## config.mk

```make
export PLATFORM = sky130hd
export DESIGN_NAME = tft_ctrl
export DESIGN_NICKNAME = d
export VERILOG_FILES = /design/src/rtl/tcp_flow_tracking_table_assert.svh /design/src/rtl/tft_pkg.sv /design/src/rtl/tft_ctrl.sv
export SDC_FILE = /design/constraint.sdc
export NUM_CORES = 1
export LEC_CHECK = 0
export BUFFER_PORTS_ARGS = -buffer_cell sky130_fd_sc_hd__buf_2
export CAP_MARGIN = 10
export CORE_AREA = 2 2 39 41
export DETAILED_ROUTE_END_ITERATION = 10
export DIE_AREA = 0 0 41 43
export HOLD_SLACK_MARGIN = 0.06
export MAX_ROUTING_LAYER = met4
export SLEW_MARGIN = 0
export SYNTH_ARGS = -nofsm -noshare
export SYNTH_HDL_FRONTEND = slang
export SYNTH_SLANG_ARGS = --single-unit
```

## constraint.sdc

```tcl
create_clock -name clk -period 1.3 [get_ports clk]
set_input_delay 0.13 -clock clk [delete_from_list [all_inputs] [get_ports clk]]
set_output_delay 0.13 -clock clk [all_outputs]
set_load 0.1 [all_outputs]
```

## src/rtl/tcp_flow_tracking_table_assert.svh

```systemverilog
// ----------------------------------------------------------------------------
// tcp_flow_tracking_table_assert.svh
// Assertion macros for the flow tracking table. Each macro expects clk and
// arst_n in scope and checks only while out of reset.
// ----------------------------------------------------------------------------
`ifndef TCP_FLOW_TRACKING_TABLE_ASSERT_SVH
`define TCP_FLOW_TRACKING_TABLE_ASSERT_SVH

// Same-cycle implication
`define TFT_ASSERT_NOW(lbl, ante, cons, msg) \
	lbl: assert property (@(posedge clk) disable iff (!arst_n) (ante) |-> (cons)) \
		else $error(msg);

// Next-cycle implication
`define TFT_ASSERT_NEXT(lbl, ante, cons, msg) \
	lbl: assert property (@(posedge clk) disable iff (!arst_n) (ante) |=> (cons)) \
		else $error(msg);

// Plain invariant, built on the same-cycle form
`define TFT_ASSERT_ALWAYS(lbl, cond, msg) \
	`TFT_ASSERT_NOW(lbl, 1'b1, cond, msg)

`endif

```

## src/rtl/tft_pkg.sv

```systemverilog
// ----------------------------------------------------------------------------
// tft_pkg
// Shared types and constants of the TCP flow tracking table: table entry
// layout, controller states and the command/status bundles.
// ----------------------------------------------------------------------------
`default_nettype none

package tft_pkg;

	// Default number of table slots
	localparam int unsigned TFT_TABLE_DEPTH = 64;
	// Width of the reported slot number
	localparam int unsigned TFT_SLOT_W = 6;

	// One table entry as stored in the memory
	typedef struct packed {
		logic        valid;
		logic [63:0] address_pair;
		logic [31:0] port_pair;
		logic [31:0] initial_seq;
		logic        fin_seen;
	} entry_t;

	// Controller states
	typedef enum logic [2:0] {
		ST_CLEAR,
		ST_IDLE,
		ST_SCAN,
		ST_LAST,
		ST_WRITE,
		ST_WRITE_REV,
		ST_EMIT
	} state_t;

	// Controller to datapath
	typedef struct packed {
		logic capture;
		logic clear;
		logic scan;
		logic write_slot;
		logic write_rev;
		logic emit;
	} cmd_t;

	// Datapath to controller
	typedef struct packed {
		logic cnt_last;
		logic rev_needed;
		logic out_ready;
	} status_t;

endpackage

`default_nettype wire

```

## src/rtl/tft_ctrl.sv

```systemverilog
// ----------------------------------------------------------------------------
// tft_ctrl
// Sequencer of the flow table: clearing pass after reset, table scan,
// write-back of the flow slot and the reverse slot, and result hand-off.
// ----------------------------------------------------------------------------
`default_nettype none

module tft_ctrl import tft_pkg::*; (
	input  wire          clk,
	input  wire          arst_n,
	input  wire          hdr_valid,
	output logic         hdr_stall,
	input  wire status_t status,
	output cmd_t         cmd
);

	state_t state_q;
	state_t state_nxt;

	// State register
	always_ff @(posedge clk or negedge arst_n) begin
		if (!arst_n) begin
			state_q <= ST_CLEAR;
		end else begin
			state_q <= state_nxt;
		end
	end

	// Next state and commands
	always_comb begin
		state_nxt = state_q;
		cmd       = '0;
		hdr_stall = 1'b1;
		unique case (state_q)
			ST_CLEAR: begin
				cmd.clear = 1'b1;
				if (status.cnt_last) begin
					state_nxt = ST_IDLE;
				end
			end
			ST_IDLE: begin
				hdr_stall = 1'b0;
				if (hdr_valid) begin
					cmd.capture = 1'b1;
					state_nxt   = ST_SCAN;
				end
			end
			ST_SCAN: begin
				cmd.scan = 1'b1;
				if (status.cnt_last) begin
					state_nxt = ST_LAST;
				end
			end
			ST_LAST: begin
				// last read word is compared in this cycle
				state_nxt = ST_WRITE;
			end
			ST_WRITE: begin
				cmd.write_slot = 1'b1;
				state_nxt = status.rev_needed ? ST_WRITE_REV : ST_EMIT;
			end
			ST_WRITE_REV: begin
				cmd.write_rev = 1'b1;
				state_nxt     = ST_EMIT;
			end
			ST_EMIT: begin
				if (status.out_ready) begin
					cmd.emit  = 1'b1;
					state_nxt = ST_IDLE;
				end
			end
			default: begin
				state_nxt = ST_CLEAR;
			end
		endcase
	end

endmodule

`default_nettype wire

```

---- Word level (Yosys, flattened, before mapping) ----
Cells that the tools add are included.
cells by class
  equality and inequality tests ........... 10
  multiplexer cells ....................... 15
  reductions and logical operators ........ 2
operators with widths
  cell                                                  number
  one-hot mux 3 bit (7 select lines)                    1
  2-to-1 mux 3 bit                                      4
  equality test 3 bit (second input constant)           3
  2-to-1 mux 1 bit                                      9
  != test 2 bit (second input constant)                 4
  equality test 3 x 2 -> 1 bit (second input constant)  2
  AND reduction 4 bit                                   1
  equality test 3 x 1 -> 1 bit (second input constant)  1
  zero test 3 bit                                       1
  2-to-1 mux 2 bit                                      1
storage, ports and cells
  register bits ........................... 3
  input port bits ......................... 6
  output and inout port bits .............. 7
  logic and storage cells ................. 28

---- Logic depth before layout (Yosys ltp) ----
  depth after elaboration ................. 3
  depth in mapped cells ................... 4
  gate-level depth less buffers ........... 3

---- Least setup slack after synthesis ----
No wires, ideal clock.
  path type ............................... reg-to-output
  start point ............................. reg state_q[2]
  end point ............................... out cmd[2] (netlist bit)
  data arrival time ....................... 2.743 ns
  required time ........................... 1.170 ns
  setup slack ............................. -1.573 ns
  stages on the path, launching flop included .. 3
  path buffers ............................ 1
  cell sequence ........................... dfrtp_1 -> buf_2 -> nor3b_1
RTL lines
  what                      line            source
  start: declaration        tft_ctrl.sv:17  state_t state_q;
  start signal: assignment  tft_ctrl.sv:25  state_q <= state_nxt;
  end: declaration          tft_ctrl.sv:14  output cmd_t cmd

==> results.sh <==
export IMPL_status="finished with violations"
export IMPL_violations="setup timing"
export IMPL_synthToLayoutAreaGrowth_pct=123.2
export IMPL_grt_pass1_wl_mm=1.104
export IMPL_cts_root_buffer="clkbuf_4"
export IMPL_core_um2=1384
export IMPL_syn_instance_count=27
export IMPL_drt_initial_drc_count=1
export IMPL_hold_path_class="input port to flip-flop"
export IMPL_clk_latency_ns=0.23
export IMPL_endpoint_kind="output pin"
export IMPL_grt_max_degree=13
export IMPL_grt_pass1_vias=247
export IMPL_clk_pin_slew_worst_paths_ns=0.04
export IMPL_grt_use_total_pct=10.32
export IMPL_num_nets_final=53
export IMPL_fin_skew_ns=0.001576
export IMPL_antenna_left=0
export IMPL_hpwl_um=461.4
export IMPL_rows=14
export IMPL_syn_area_per_cell_um2=8.388
export IMPL_arrival_ns=1.33
export IMPL_fp_dieArea_um2=1763
export IMPL_crit_required_ns=1.17
export IMPL_start_util_pct=16.37
export IMPL_cts_tree="built"
export IMPL_layout_cells_most_common="buf_12"
export IMPL_min_period_ns=1.455
export IMPL_cts_buffers=3
export IMPL_crit_path_start_kind="flip-flop"
export IMPL_antenna_found_initial=0
export IMPL_setup_slack_ns=-0.1553
export IMPL_rsz0062_at_grt="true"
export IMPL_vias_per_cell=4.113
export IMPL_synth_area_um2=226.5
export IMPL_n_antenna_cell=0
export IMPL_wl_per_cell_um=10.76
export IMPL_vias=255
export IMPL_drt_first_pass_iters=2
export IMPL_maxCapViolations=0
export IMPL_num_io_pins=13
export IMPL_use_met3_pct=6.283
export IMPL_path_class="flip-flop to output pin"
export IMPL_hold_slack_ns=0.1064
export IMPL_yosys_area_top_type="dfrtp_1"
export IMPL_busiest_layer="met2"
export IMPL_cts_buffer_depth=2
export IMPL_worst_slew_pin_slew_ns=0.2819
export IMPL_cts_sinks=3
export IMPL_drt_wl_total_um=667
export IMPL_yosys_warnings=0
export IMPL_layout_common_cells="6 x buf_12, 5 x buf_2, 4 x buf_4"
export IMPL_post_route_util_pct=36.53
export IMPL_slew_viol_final=0
export IMPL_place_congestion=0.6853
export IMPL_synth_seq_area_share_pct=33.15
export IMPL_die_width_um=41
export IMPL_fp_dieH_um=43
export IMPL_fmax_mhz=687.1
export IMPL_largest_register="state_q"
export IMPL_port_buffer_count=12
export IMPL_post_route_period_util_pct=111.9
export IMPL_htree_num_levels=1
export IMPL_met2_usage_pct=13.44
export IMPL_hold_viol_final=0
export IMPL_synth_top_area_share_pct=33.15
export IMPL_fin_area_um2=505.5
export IMPL_synth_cell_types=19
export IMPL_synth_ff_latch_count=3
export IMPL_synth_nets=33
export IMPL_placed_cell_area_um2=451.7
export IMPL_fin_setup_tns_ns=-0.4752
export IMPL_drive_gt1_share_pct=60.87
export IMPL_use_met1_pct=11.69
export IMPL_drc=0
export IMPL_path_max_fanout=3
export IMPL_slew_headroom_pct=81.36
export IMPL_largest_reg_flops=3
export IMPL_finalSetupViolations=6
export IMPL_largestRegisters="state_q (3)"
export IMPL_synthTopCellsByArea="dfrtp_1 33%, nor3b_1 6.6%, buf_6 5.0%, nand2_1 5.0%, and4b_1 4.4%"
export IMPL_grt_overflow=0
[synth_stat cells]
| master | number |
|---|---|
| a211o_1 | 1 |
| o22ai_1 | 1 |
| nor3_1 | 1 |
| a21oi_1 | 1 |
| nor2b_1 | 1 |
| o21ai_1 | 2 |
| and4b_1 | 1 |
| inv_1 | 1 |
| buf_6 | 1 |
| or3b_1 | 1 |
| dfrtp_1 | 3 |
| and3b_1 | 1 |
| nor3b_1 | 2 |
| mux2i_1 | 1 |
| nand2_1 | 3 |
| nor2_1 | 2 |
| o21ai_2 | 1 |
| o21ai_0 | 1 |
| buf_2 | 2 |
[critical path, cell delays in order (launching register included)]
cell and delay, ns:
dfrtp_1 0.37, or3b_4 0.43, nor2_4 0.11, buf_12 0.18
[cell families (layout without fill, tap and decap cells)]
logic type	after synthesis	after routing	share of synthesized area [%]
muxes	1	1	4.420
DFF	3	3	33.15
AOI/OAI and AO/OA	7	7	19.34
and+or+nand+nor	12	12	32.04
buffers and inverters	4	23	11.05
[final timing paths]
check / slack (ns) / end / depth (start not counted) / start
max: -0.16 / cmd[5] / 3 / state_q[2]$_DFFE_PN0P_
min: 0.11 / state_q[0]$_DFFE_PN0P_ / 2 / hdr_valid
max reg2reg: 0.09 / state_q[0]$_DFFE_PN0P_ / 5 / state_q[1]$_DFFE_PN0P_
min reg2reg: 0.60 / state_q[0]$_DFFE_PN0P_ / 2 / state_q[2]$_DFFE_PN0P_
max in group asynchronous: 0.98 / state_q[0]$_DFFE_PN0P_ / 2 / arst_n
min in group asynchronous: 0.22 / state_q[1]$_DFFE_PN0P_ / 2 / arst_n
[metal layers]
layer	up-vias	share of wire, %
li1	133	-
met1	118	41
met2	4	54
met3	0	5.5
met4	0	0
met5	-	0
[area by class of cell]
| cell class | instances | area [um2] |
|---|---|---|
| timing repair buffer | 18 | 207.7 |
| tap | 16 | 20.02 |
| clock buffer | 4 | 26.28 |
| inverter | 1 | 3.754 |
| fill | 139 | 878.3 |
| sequential | 3 | 75.07 |
| multi-input combinational | 20 | 172.7 |
[through the flow]
step	worst slack (ns)	cells
after floorplan	-0.3203	27
after global placement	0.08730	56
after detailed placement	0.07051	56
after CTS	-0.1660	62
after global routing	-0.2047	62
final	-0.1553	62
[timing repair]
item / 4_1_cts / 5_1_grt
pin swaps: 3 / 1
setup buffers: 1 / 0
resized for setup: 3 / 0
setup endpoints to repair: 7 / 8
hold buffers: 1 / 0
hold endpoints to repair: 3 / 0
Power is not shown: default switching activity piles up to over one toggle a cycle in this logic, so the estimate is an artifact.
